`src/hw/rtl/life_pkg.sv`:
```
// types and constants for the life row step block
// no dependencies; imported by the core, the row calculator, the checker and the testbench
package life_pkg;

   localparam int GRID_WIDTH_W = 7;
   localparam int ROW_BITS_W   = 64;
   localparam int REQ_TDATA_W  = 64;
   localparam int RSP_TDATA_W  = 64;

   localparam logic [GRID_WIDTH_W-1:0] GRID_WIDTH_RESET = 7'd64;

   // neighbor count rules for b3/s23
   localparam int COUNT_W = 4;
   localparam logic [COUNT_W-1:0] BIRTH_COUNT   = 4'd3;
   localparam logic [COUNT_W-1:0] LONELY_COUNT  = 4'd1;
   localparam logic [COUNT_W-1:0] CROWDED_COUNT = 4'd4;

   // result queue
   localparam int FIFO_DEPTH = 4;
   localparam int PTR_W      = 2;
   localparam int CNT_W      = 3;

   typedef struct packed {
      logic                  frame_alive;
      logic                  frame_end;
      logic [ROW_BITS_W-1:0] next_row;
   } rsp_entry_type;

endpackage

```
`src/hw/rtl/life_row_calc.sv`:
```
// one next-generation row from three masked rows, all cells in parallel
// depends on life_pkg
module life_row_calc #(
   parameter int ROW_W = 64
) (
   input  logic [ROW_W-1:0] above,
   input  logic [ROW_W-1:0] mid,
   input  logic [ROW_W-1:0] below,
   input  logic [ROW_W-1:0] mask,
   output logic [ROW_W-1:0] next_row
);
   import life_pkg::*;

   logic [ROW_W-1:0]   a_m, m_m, b_m;
   logic [ROW_W-1:0]   nb [8];
   logic [COUNT_W-1:0] cnt [ROW_W];
   logic [ROW_W-1:0]   raw;

   assign a_m = above & mask;
   assign m_m = mid & mask;
   assign b_m = below & mask;

   // neighbor planes, bit k of each is one neighbor of cell k
   assign nb[0] = a_m << 1;
   assign nb[1] = a_m;
   assign nb[2] = a_m >> 1;
   assign nb[3] = m_m << 1;
   assign nb[4] = m_m >> 1;
   assign nb[5] = b_m << 1;
   assign nb[6] = b_m;
   assign nb[7] = b_m >> 1;

   always_comb begin
      for (int k = 0; k < ROW_W; k++) begin
         cnt[k] = COUNT_W'(nb[0][k]) + COUNT_W'(nb[1][k]) + COUNT_W'(nb[2][k])
                + COUNT_W'(nb[3][k]) + COUNT_W'(nb[4][k]) + COUNT_W'(nb[5][k])
                + COUNT_W'(nb[6][k]) + COUNT_W'(nb[7][k]);
         if (m_m[k]) begin
            raw[k] = (cnt[k] > LONELY_COUNT) && (cnt[k] < CROWDED_COUNT);
         end else begin
            raw[k] = (cnt[k] == BIRTH_COUNT);
         end
      end
   end

   assign next_row = raw & mask;

endmodule

```
`src/hw/rtl/life_automaton_row_step_core.sv`:
```
// top level of the b3/s23 row step block: input stage, row state, result queue
// depends on life_pkg and life_row_calc
//
//   channel  direction  payload
//   csr      in         csr_wr_data = grid_width (7 bits)
//   req      in         tdata = row_bits, tlast = last_row
//   rsp      out        tdata = next_row, tlast = frame_end, tuser = frame_alive
//
// one row word is taken every cycle while the consumer keeps up; each row
// word is registered in the input stage and its result in the queue before rsp shows it
// the bottom row pushes two result words into the queue together (one if alone)
// the four-entry result queue sets the stall point: the input stage moves on
// only with two free entries, so req_tready drops when rsp backs up
// reset clears the row state, the queue and sets grid_width to 64
module life_automaton_row_step_core #(
   parameter int MAX_WIDTH = 64
) (
   input  logic                               clock,
   input  logic                               reset,
   // configuration
   input  logic                               csr_wr_en,
   input  logic [life_pkg::GRID_WIDTH_W-1:0]  csr_wr_data,  // grid_width
   // row words in
   input  logic                               req_tvalid,
   output logic                               req_tready,
   input  logic [life_pkg::REQ_TDATA_W-1:0]   req_tdata,    // row_bits[63:0]
   input  logic                               req_tlast,    // last_row
   // result words out
   output logic                               rsp_tvalid,
   input  logic                               rsp_tready,
   output logic [life_pkg::RSP_TDATA_W-1:0]   rsp_tdata,    // next_row[63:0]
   output logic                               rsp_tlast,    // frame_end
   output logic                               rsp_tuser     // frame_alive
);
   import life_pkg::*;

   // how many rows of the current frame are held
   typedef enum logic [1:0] {
      HELD_NONE,
      HELD_MID,
      HELD_BOTH
   } held_type;

   // configuration
   logic [GRID_WIDTH_W-1:0] grid_width_ff;
   logic [GRID_WIDTH_W-1:0] grid_width_in;
   logic [GRID_WIDTH_W-1:0] width_eff;
   logic [MAX_WIDTH-1:0]    mask_now;

   // input stage
   logic                 s1_valid_ff, s1_valid_in;
   logic [MAX_WIDTH-1:0] s1_row_ff;
   logic                 s1_last_ff;
   logic [MAX_WIDTH-1:0] s1_mask_ff;
   logic                 req_fire;
   logic                 s1_advance;

   // frame state
   held_type             held_ff, held_in;
   logic [MAX_WIDTH-1:0] upper_ff, upper_in;
   logic [MAX_WIDTH-1:0] middle_ff, middle_in;
   logic                 alive_seen_ff, alive_seen_in;

   // row calculators
   logic [MAX_WIDTH-1:0] calc_a_above, calc_a_mid, calc_a_below, calc_a_row;
   logic [MAX_WIDTH-1:0] calc_b_row;
   logic                 a_alive, b_alive;

   // result queue
   rsp_entry_type        entry_ff [FIFO_DEPTH];
   rsp_entry_type        push0_entry, push1_entry;
   logic                 push0, push1;
   logic [PTR_W-1:0]     wr_ptr_ff, wr_ptr_in, wr_ptr_nx;
   logic [PTR_W-1:0]     rd_ptr_ff, rd_ptr_in;
   logic [CNT_W-1:0]     count_ff, count_in;
   logic                 rsp_fire;
   logic                 queue_room;

   // ---------------------------------------------------------------
   // width mask, widths above MAX_WIDTH clip to MAX_WIDTH
   // ---------------------------------------------------------------
   assign grid_width_in = csr_wr_en ? csr_wr_data : grid_width_ff;
   assign width_eff = (grid_width_ff > GRID_WIDTH_W'(MAX_WIDTH)) ?
                      GRID_WIDTH_W'(MAX_WIDTH) : grid_width_ff;

   always_comb begin
      for (int k = 0; k < MAX_WIDTH; k++) begin
         mask_now[k] = GRID_WIDTH_W'(k) < width_eff;
      end
   end

   // ---------------------------------------------------------------
   // handshakes
   // ---------------------------------------------------------------
   // two free entries needed since the bottom row pushes two words
   assign queue_room = count_ff <= CNT_W'(FIFO_DEPTH - 2);
   assign s1_advance = s1_valid_ff && queue_room;
   assign req_tready = !s1_valid_ff || s1_advance;
   assign req_fire   = req_tvalid && req_tready;
   assign s1_valid_in = req_fire || (s1_valid_ff && !s1_advance);

   assign rsp_tvalid = count_ff != '0;
   assign rsp_fire   = rsp_tvalid && rsp_tready;
   assign rsp_tdata  = RSP_TDATA_W'(entry_ff[rd_ptr_ff].next_row);
   assign rsp_tlast  = entry_ff[rd_ptr_ff].frame_end;
   assign rsp_tuser  = entry_ff[rd_ptr_ff].frame_alive;

   // ---------------------------------------------------------------
   // row calculators
   // a: result for the held middle row (or the lone row of a one-row frame)
   // b: result for the bottom row itself
   // ---------------------------------------------------------------
   assign calc_a_above = (held_ff == HELD_BOTH) ? upper_ff : '0;
   assign calc_a_mid   = (held_ff == HELD_NONE) ? s1_row_ff : middle_ff;
   assign calc_a_below = (held_ff == HELD_NONE) ? '0 : s1_row_ff;

   life_row_calc #(.ROW_W(MAX_WIDTH)) u_calc_a (
      .above    (calc_a_above),
      .mid      (calc_a_mid),
      .below    (calc_a_below),
      .mask     (s1_mask_ff),
      .next_row (calc_a_row)
   );

   life_row_calc #(.ROW_W(MAX_WIDTH)) u_calc_b (
      .above    (middle_ff),
      .mid      (s1_row_ff),
      .below    ('0),
      .mask     (s1_mask_ff),
      .next_row (calc_b_row)
   );

   assign a_alive = calc_a_row != '0;
   assign b_alive = calc_b_row != '0;

   // ---------------------------------------------------------------
   // frame state update and queue pushes
   // ---------------------------------------------------------------
   always_comb begin
      held_in       = held_ff;
      upper_in      = upper_ff;
      middle_in     = middle_ff;
      alive_seen_in = alive_seen_ff;
      push0         = 1'b0;
      push1         = 1'b0;
      push0_entry.next_row    = ROW_BITS_W'(calc_a_row);
      push0_entry.frame_end   = 1'b0;
      push0_entry.frame_alive = 1'b0;
      push1_entry.next_row    = ROW_BITS_W'(calc_b_row);
      push1_entry.frame_end   = 1'b1;
      push1_entry.frame_alive = alive_seen_ff || a_alive || b_alive;

      if (s1_advance) begin
         if (held_ff == HELD_NONE) begin
            if (s1_last_ff) begin
               // one-row frame, rows above and below are dead
               push0 = 1'b1;
               push0_entry.frame_end   = 1'b1;
               push0_entry.frame_alive = a_alive;
               held_in       = HELD_NONE;
               alive_seen_in = 1'b0;
            end else begin
               upper_in  = '0;
               middle_in = s1_row_ff;
               held_in   = HELD_MID;
            end
         end else begin
            push0 = 1'b1;
            if (s1_last_ff) begin
               push1         = 1'b1;
               held_in       = HELD_NONE;
               alive_seen_in = 1'b0;
            end else begin
               upper_in      = middle_ff;
               middle_in     = s1_row_ff;
               held_in       = HELD_BOTH;
               alive_seen_in = alive_seen_ff || a_alive;
            end
         end
      end
   end

   // pointers wrap at the queue depth
   assign wr_ptr_nx = PTR_W'(wr_ptr_ff + 1'b1);
   assign wr_ptr_in = push1 ? PTR_W'(wr_ptr_ff + 2'd2) : (push0 ? wr_ptr_nx : wr_ptr_ff);
   assign rd_ptr_in = rsp_fire ? PTR_W'(rd_ptr_ff + 1'b1) : rd_ptr_ff;
   assign count_in  = CNT_W'(count_ff + CNT_W'(push0) + CNT_W'(push1) - CNT_W'(rsp_fire));

   // ---------------------------------------------------------------
   // registers
   // ---------------------------------------------------------------
   always_ff @(posedge clock) begin
      if (reset) begin
         grid_width_ff <= GRID_WIDTH_RESET;
         s1_valid_ff   <= 1'b0;
         held_ff       <= HELD_NONE;
         alive_seen_ff <= 1'b0;
         wr_ptr_ff     <= '0;
         rd_ptr_ff     <= '0;
         count_ff      <= '0;
      end else begin
         grid_width_ff <= grid_width_in;
         s1_valid_ff   <= s1_valid_in;
         held_ff       <= held_in;
         alive_seen_ff <= alive_seen_in;
         wr_ptr_ff     <= wr_ptr_in;
         rd_ptr_ff     <= rd_ptr_in;
         count_ff      <= count_in;
      end
   end

   // payload, no reset needed
   always_ff @(posedge clock) begin
      if (req_fire) begin
         // row masked with the width in force when it arrives
         s1_row_ff  <= req_tdata[MAX_WIDTH-1:0] & mask_now;
         s1_last_ff <= req_tlast;
         s1_mask_ff <= mask_now;
      end
      upper_ff  <= upper_in;
      middle_ff <= middle_in;
      if (push0) begin
         entry_ff[wr_ptr_ff] <= push0_entry;
      end
      if (push1) begin
         entry_ff[wr_ptr_nx] <= push1_entry;
      end
   end

endmodule

```
`config.mk`:
```
export PLATFORM = sky130hd
export DESIGN_NAME = life_automaton_row_step_core
export DESIGN_NICKNAME = d
export VERILOG_FILES = /design/src/hw/rtl/life_pkg.sv /design/src/hw/rtl/life_row_calc.sv /design/src/hw/rtl/life_automaton_row_step_core.sv
export SDC_FILE = /design/constraint.sdc
export NUM_CORES = 2
export LEC_CHECK = 0
export BUFFER_PORTS_ARGS = -buffer_cell sky130_fd_sc_hd__buf_2
export CAP_MARGIN = 20
export CELL_PAD_IN_SITES_DETAIL_PLACEMENT = 0
export CELL_PAD_IN_SITES_GLOBAL_PLACEMENT = 2
export CORE_ASPECT_RATIO = 1.25
export CORE_UTILIZATION = 44
export CTS_BUF_LIST = sky130_fd_sc_hd__clkbuf_4 sky130_fd_sc_hd__clkbuf_8
export DETAILED_ROUTE_END_ITERATION = 10
export GPL_TIMING_DRIVEN = 0
export MAX_ROUTING_LAYER = met4
export PLACE_DENSITY_LB_ADDON = 0.1
export RECOVER_POWER = 50
export SETUP_SLACK_MARGIN = 0.05
export SYNTH_ARGS = -nofsm -noshare
export SYNTH_HDL_FRONTEND = slang
export SYNTH_SLANG_ARGS = --single-unit
```
`constraint.sdc`:
```
create_clock -name clock -period 9.9 [get_ports clock]
set_input_delay 1.98 -clock clock [delete_from_list [all_inputs] [get_ports clock]]
set_output_delay 1.98 -clock clock [all_outputs]
set_load 0.01 [all_outputs]
```
Word level (Yosys, flattened, before mapping)
Memories as Yosys holds them, arrays and structs flattened. A register that Yosys moved wholly into a read port is not among the register bits.
Cells that the tools add are included.
{"block": "totals", "ff_bits": 275, "ram_bits": 264, "in_bits": 77, "out_inout_bits": 68, "word_cells": 1474, "n_memories": 1}
{"memory": "entry_ff", "depth": 4, "word_bits": 66, "rd": 1, "rd_clocked_by_memory_dff": 1, "write_ports": 2, "line_no": "life_automaton_row_step_core.sv:70", "text": "rsp_entry_type entry_ff [FIFO_DEPTH];"}
{"block": "classes", "n_addsub": 698, "n_lt_le_gt_ge": 322, "n_eq_ne": 130, "mux": 157, "bitwise_logic": 9, "n_reduce_logical": 145}
{"op": "4-bit by 1-bit adder with 4-bit output", "n": 566}
{"op": "64-bit bitwise AND", "n": 8}
{"op": "4-bit by 2-bit equality test with 1-bit output (second input constant)", "n": 128}
{"op": "4-bit by 1-bit > comparator with 1-bit output (second input constant)", "n": 128}
{"op": "4-bit by 3-bit < comparator with 1-bit output (second input constant)", "n": 128}
{"op": "64-bit 2-to-1 mux", "n": 6}
{"op": "1-bit by 1-bit adder with 2-bit output", "n": 126}
{"op": "6-bit by 7-bit < comparator with 1-bit output (first input constant)", "n": 32}
{"op": "1-bit 2-to-1 mux", "n": 141}
{"op": "1-bit logical AND", "n": 132}
{"op": "64-bit nonzero test", "n": 2}
{"op": "5-bit by 7-bit < comparator with 1-bit output (first input constant)", "n": 16}
{"op": "4-bit by 7-bit < comparator with 1-bit output (first input constant)", "n": 8}
{"op": "3-bit by 7-bit < comparator with 1-bit output (first input constant)", "n": 4}
{"op": "2-bit 2-to-1 mux", "n": 9}
{"op": "1-bit by 7-bit < comparator with 1-bit output (first input constant)", "n": 2}
{"op": "2-bit by 7-bit < comparator with 1-bit output (first input constant)", "n": 2}
{"op": "7-bit > comparator (second input constant)", "n": 1}
{"op": "7-bit 2-to-1 mux", "n": 1}
{"op": "3-bit by 1-bit adder with 3-bit output", "n": 2}
{"op": "2-bit by 1-bit adder with 2-bit output (second input constant)", "n": 2}
{"op": "1-bit logical OR", "n": 4}
{"op": "2-bit AND reduction", "n": 2}
{"op": "3-bit by 2-bit <= comparator with 1-bit output (second input constant)", "n": 1}
{"op": "other kinds (9)", "n": 10}

Logic depth before layout (Yosys ltp)
{"block": "logic_depth", "word_depth": 18, "ltp_mapped": 26}

By module
A second synthesis with hierarchy kept.
{"block": "unflattened", "cells_unflattened": 4172, "hier_area_um2": 47854.6}
{"mod": "life_automaton_row_step_core", "instances": 1, "cells_per_inst": 1726, "area_per_inst_um2": 24442.2, "seq_area_each_um2": 16005.4}
{"mod": "life_row_calc (u_calc_a)", "instances": 1, "cells_per_inst": 1224, "area_per_inst_um2": 11727.5, "seq_area_each_um2": 0.0}
{"mod": "life_row_calc (u_calc_b)", "instances": 1, "cells_per_inst": 1222, "area_per_inst_um2": 11685.0, "seq_area_each_um2": 0.0}

Worst setup path before layout
OpenSTA, ideal clock, no wires.
{"block": "synth_timing", "kind": "input to register", "from": "in req_tvalid", "to": "reg s1_last_ff (enable)", "setup_ns": 0.659, "arrival_time_ns": 8.233, "setup_slack_ns": 1.007, "cell_stages": 2, "n_path_buf": 0, "path_cell_list": "inv_1 > a21oi_1"}
{"block": "synth_between", "elab_chain_len": 1}
{"element": "start, declared", "line_no": "life_automaton_row_step_core.sv:24", "text": "input logic req_tvalid,"}
{"element": "1-bit logical AND", "line_no": "life_automaton_row_step_core.sv:99", "text": "assign req_fire = req_tvalid && req_tready;"}
{"element": "net req_fire", "line_no": "life_automaton_row_step_core.sv:55", "text": "logic req_fire;"}
{"element": "end signal, assigned", "line_no": "life_automaton_row_step_core.sv:217", "text": "s1_last_ff <= req_tlast;"}
{"element": "end, declared", "line_no": "life_automaton_row_step_core.sv:53", "text": "logic s1_last_ff;"}
The timed path passes the listed nets, and every way through them passes these cells.
A chain may end at the register's enable or synchronous reset.

==> metrics.md <==
| Metric | Value |
|---|---|
| Die Area | `96940 µm²` |
| GRT overflow | `0` |
| Area post-placement | `44950 µm²` |
| FF+latch count, synth | `541` |
| Cell area after layout | `46530 µm²` |
| Asr flop ratio synth | `0` |
| Worst reg2reg path depth | `22` |
| Antenna Nets Post-Route | `0` |
| Aggregate global-route resource usage | `0.3272` |
| Final net count | `5069` |
| Total core area | `94590 µm²` |
| Clk pin slew, worst setup/hold paths | `0.07 ns` |
| Violated checks | `max-capacitance violations, max-slew violations` |
| Worst Max-Slew Pin Slew | `2.136 ns` |
| Final Hold Viols | `0` |
| Post-synth top area cell | `edfxtp_1` |
| Area growth syn-to-layout | `10.52%` |
| Clk sinks | `541` |
| Max Freq | `103.4 MHz` |
| Top_reg_cell synth | `edfxtp_1` |
| Post-Layout Cell Count | `5631` |
| Routability congestion estimate from global placement | `0.9436` |
| Post-route clock period utilization | `0.9772` |
| CP peak stage delay | `1.46 ns` |
| Initial DRC count | `3078` |
| CTS Hold Bufs | `0` |
| Vias | `32120` |
| Initial Util | `0.4451` |
| Final core utilization | `0.4919` |
| Leading cell types by count after synthesis | `746 x inv_1, 538 x nand2_1, 517 x edfxtp_1` |
| Setup Buffers After CTS | `0` |
| Startpoint types | `flip-flop` |
| Synth top area cells | `edfxtp_1 37%, fa_1 16%, ha_1 9.8%` |
| First-pass GRT wire length | `220.3 mm` |
| Max-cap violations | `13` |
| Drt total wl | `152.5 mm` |
| Count leader, synth | `inv_1` |
| Die width | `278.7 µm` |
| Status | `finished with violations` |
| Data required time at the worst endpoint | `10.37 ns` |
| Critical path type | `reg -> reg` |
| Seq/Total Area, Yosys | `0.3801` |
| Slowest stage cell, crit path | `clkbuf_1` |
| Vias in the first global route | `32060` |
| Lkg Pwr | `19.80 nW` |
| Top-area cell type share of the netlist area | `0.3687` |
| Max Transition Viols Final | `261` |
| Clock tree root buffer cell | `clkbuf_8` |
| Crit-path cells | `clkbuf_1, nor2_1, buf_8, clkbuf_1, clkbuf_1, clkbuf_1, clkbuf_1, a21boi_0, inv_1, ha_1, inv_1, fa_1, inv_1, fa_1, nand2_1, a31oi_1, o211ai_1, nand4_1, nor4_1, nand4_1, nor3_4, a21oi_1` |
| Final worst hold slack | `0.4923 ns` |
| Mapped Area | `42100 µm²` |
| Number of gates resized after cts | `0` |
| I/O Pins | `145` |
| Synth Instances | `4060` |
| Num CTS Buffers | `98` |
| Setup Viol. Count Final | `0` |
| Crit path to | `entry_ff[1][65]` |
| VDD IR max | `0.0001073 V` |
| Final HPWL DP | `117.9 mm` |
| Via density | `5.704` |
| Core Rows | `126` |
| Worst R2R End | `entry_ff[1][65]` |
| Drt wl/cell | `27.09 µm` |
| Most used cell, CP | `clkbuf_1` |
| Layout cell share with drive strength beyond 1 | `0.1018` |
| Pin count of the biggest net entering global routing | `43` |
| Synth warn | `0` |
| Number of flops mapped to enable cells by yosys | `517` |
| Initial antenna violation count | `10` |
| Number of port buffers | `142` |
| Power per cell area | `188.7 nW/µm²` |
| Placed Cells | `5449` |
| CP startpoint | `held_ff[0]` |
| TritonCTS clock tree | `yes` |
| Clock skew | `0.04443 ns` |
| Clock period minus worst slack | `9.674 ns` |
| Clock buffer depth | `3` |
| Reg2reg start | `held_ff[0]` |
| Crit end category | `flip-flop` |
| # H-tree levels | `3` |
| Die H | `347.9 µm` |
| RSZ-0062 raised after global routing | `no` |
| Setup TNS | `0 ns` |
| Reg2Reg Setup Slack | `0.23 ns` |
| DRC | `0` |
| Arrival @ worst endpoint | `10.14 ns` |
| Pre-antenna DRT Iters | `6` |
| Post-Synthesis Net Count | `4795` |
| Clock Latency Late Sink | `0.76 ns` |
| Avg Cell Area, Syn | `10.37 µm²` |
| Max transition margin | `-0.4242` |
| Yosys cell types | `55` |
| Hold Crit Class | `reg -> reg` |
| Max Fanout on Critical Path | `10` |
report_power, final:
| part | switching, W | internal [W] | total, W |
|---|---|---|---|
| Sequential | 0.000113 | 0.00274 | 0.00286 |
| Clock | 0.00108 | 0.00110 | 0.00218 |
| Combinational | 0.00255 | 0.00119 | 0.00375 |
| Total | 0.00375 | 0.00503 | 0.00878 |
worst min-delay path by stage:
stage	slack (ns)	end	from	cells after the start
6_report	0.49	entry_ff[1][64]	entry_ff[1][64]	2
3_5_place_dp	0.47	entry_ff[2][64]	entry_ff[2][64]	2
2_1_floorplan	0.43	alive_seen_ff	alive_seen_ff	2
3_3_place_gp	0.46	entry_ff[2][64]	entry_ff[2][64]	2
4_1_cts	0.48	entry_ff[2][64]	entry_ff[2][64]	2
5_1_grt	0.51	middle_ff[50]	s1_row_ff[50]	0
critical path: cells and delay by family (launching register included):
family / cells / cell delay, ns
adders and majority gates: 3 / 0.93
buffers and inverters: 9 / 4.93
DFF: 1 / 0.31
and+or+nand+nor: 6 / 2.28
AOI/OAI and AO/OA: 4 / 0.89
final cells by class:
| type | instances | area (µm²) |
|---|---|---|
| clock inverters | 55 | 344.1 |
| repair buffers | 174 | 996.0 |
| clock buffers | 122 | 1535 |
| diodes | 4 | 10.01 |
| inverters | 746 | 2800 |
| multi-input cells | 2627 | 22740 |
| plain buffers | 146 | 579.3 |
| well taps | 1216 | 1521 |
| fillers | 9006 | 48060 |
| flip-flops and latches | 541 | 16010 |
metal layers:
metal  wire length (µm)  GRT usage  part of all wire  vias up
li1                   -          -                 -    14480
met1              60480     0.4039              0.40    16060
met2              73230     0.5358              0.48     1253
met3              10590    0.04403             0.069      319
met4               8219     0.1460             0.054        0
met5                  0          -                 0        -
per-stage QoR:
step           total power [W]  setup WS, ns
2_1_floorplan         0.005175         1.007
4_1_cts               0.008866        0.4603
3_3_place_gp          0.006640        -4.335
6_report              0.008782        0.2256
3_5_place_dp          0.006684        0.4860
5_1_grt               0.009283       0.08705
kinds of logic after synthesis:
kind of cell               Yosys count  synth area share
buffers and inverters              892           0.08027
muxes                               83           0.03943
xor gates and xnor gates            70           0.01456
AOI/OAI and AO/OA                  708            0.1110
adders and majority gates          658            0.2540
and+or+nand+nor                   1108            0.1206
DFF                                541            0.3801
sequential cells by signal, indices dropped and copies added, names as in the netlist, named ones only:
register	count
alive_seen_ff	1
count_ff	3
entry_ff	264
grid_width_ff	7
held_ff	2
middle_ff	64
rd_ptr_ff	2
s1_last_ff	1
s1_mask_ff	64
s1_row_ff	64
s1_valid_ff	1
upper_ff	64
wr_ptr_ff	2
placed cells by master (no fill, tap or decap), drive strengths merged, types with 18 or more instances in the layout:
master     n
nand2b    18
a21boi    46
a31oi     27
nand3     21
fa       328
nor2     165
clkbuf   286
or2       69
o211ai    27
o21a      40
o22ai    259
edfxtp   517
nand4     30
xor2      53
inv      748
o31ai     26
nor2b     38
buf      156
nor3      86
a21oi     38
o21ai    138
ha       330
o2111ai   36
clkinv    47
dfxtp     24
nand2    538
mux4      66
and2     116
Power figures use the tool's default switching activity.
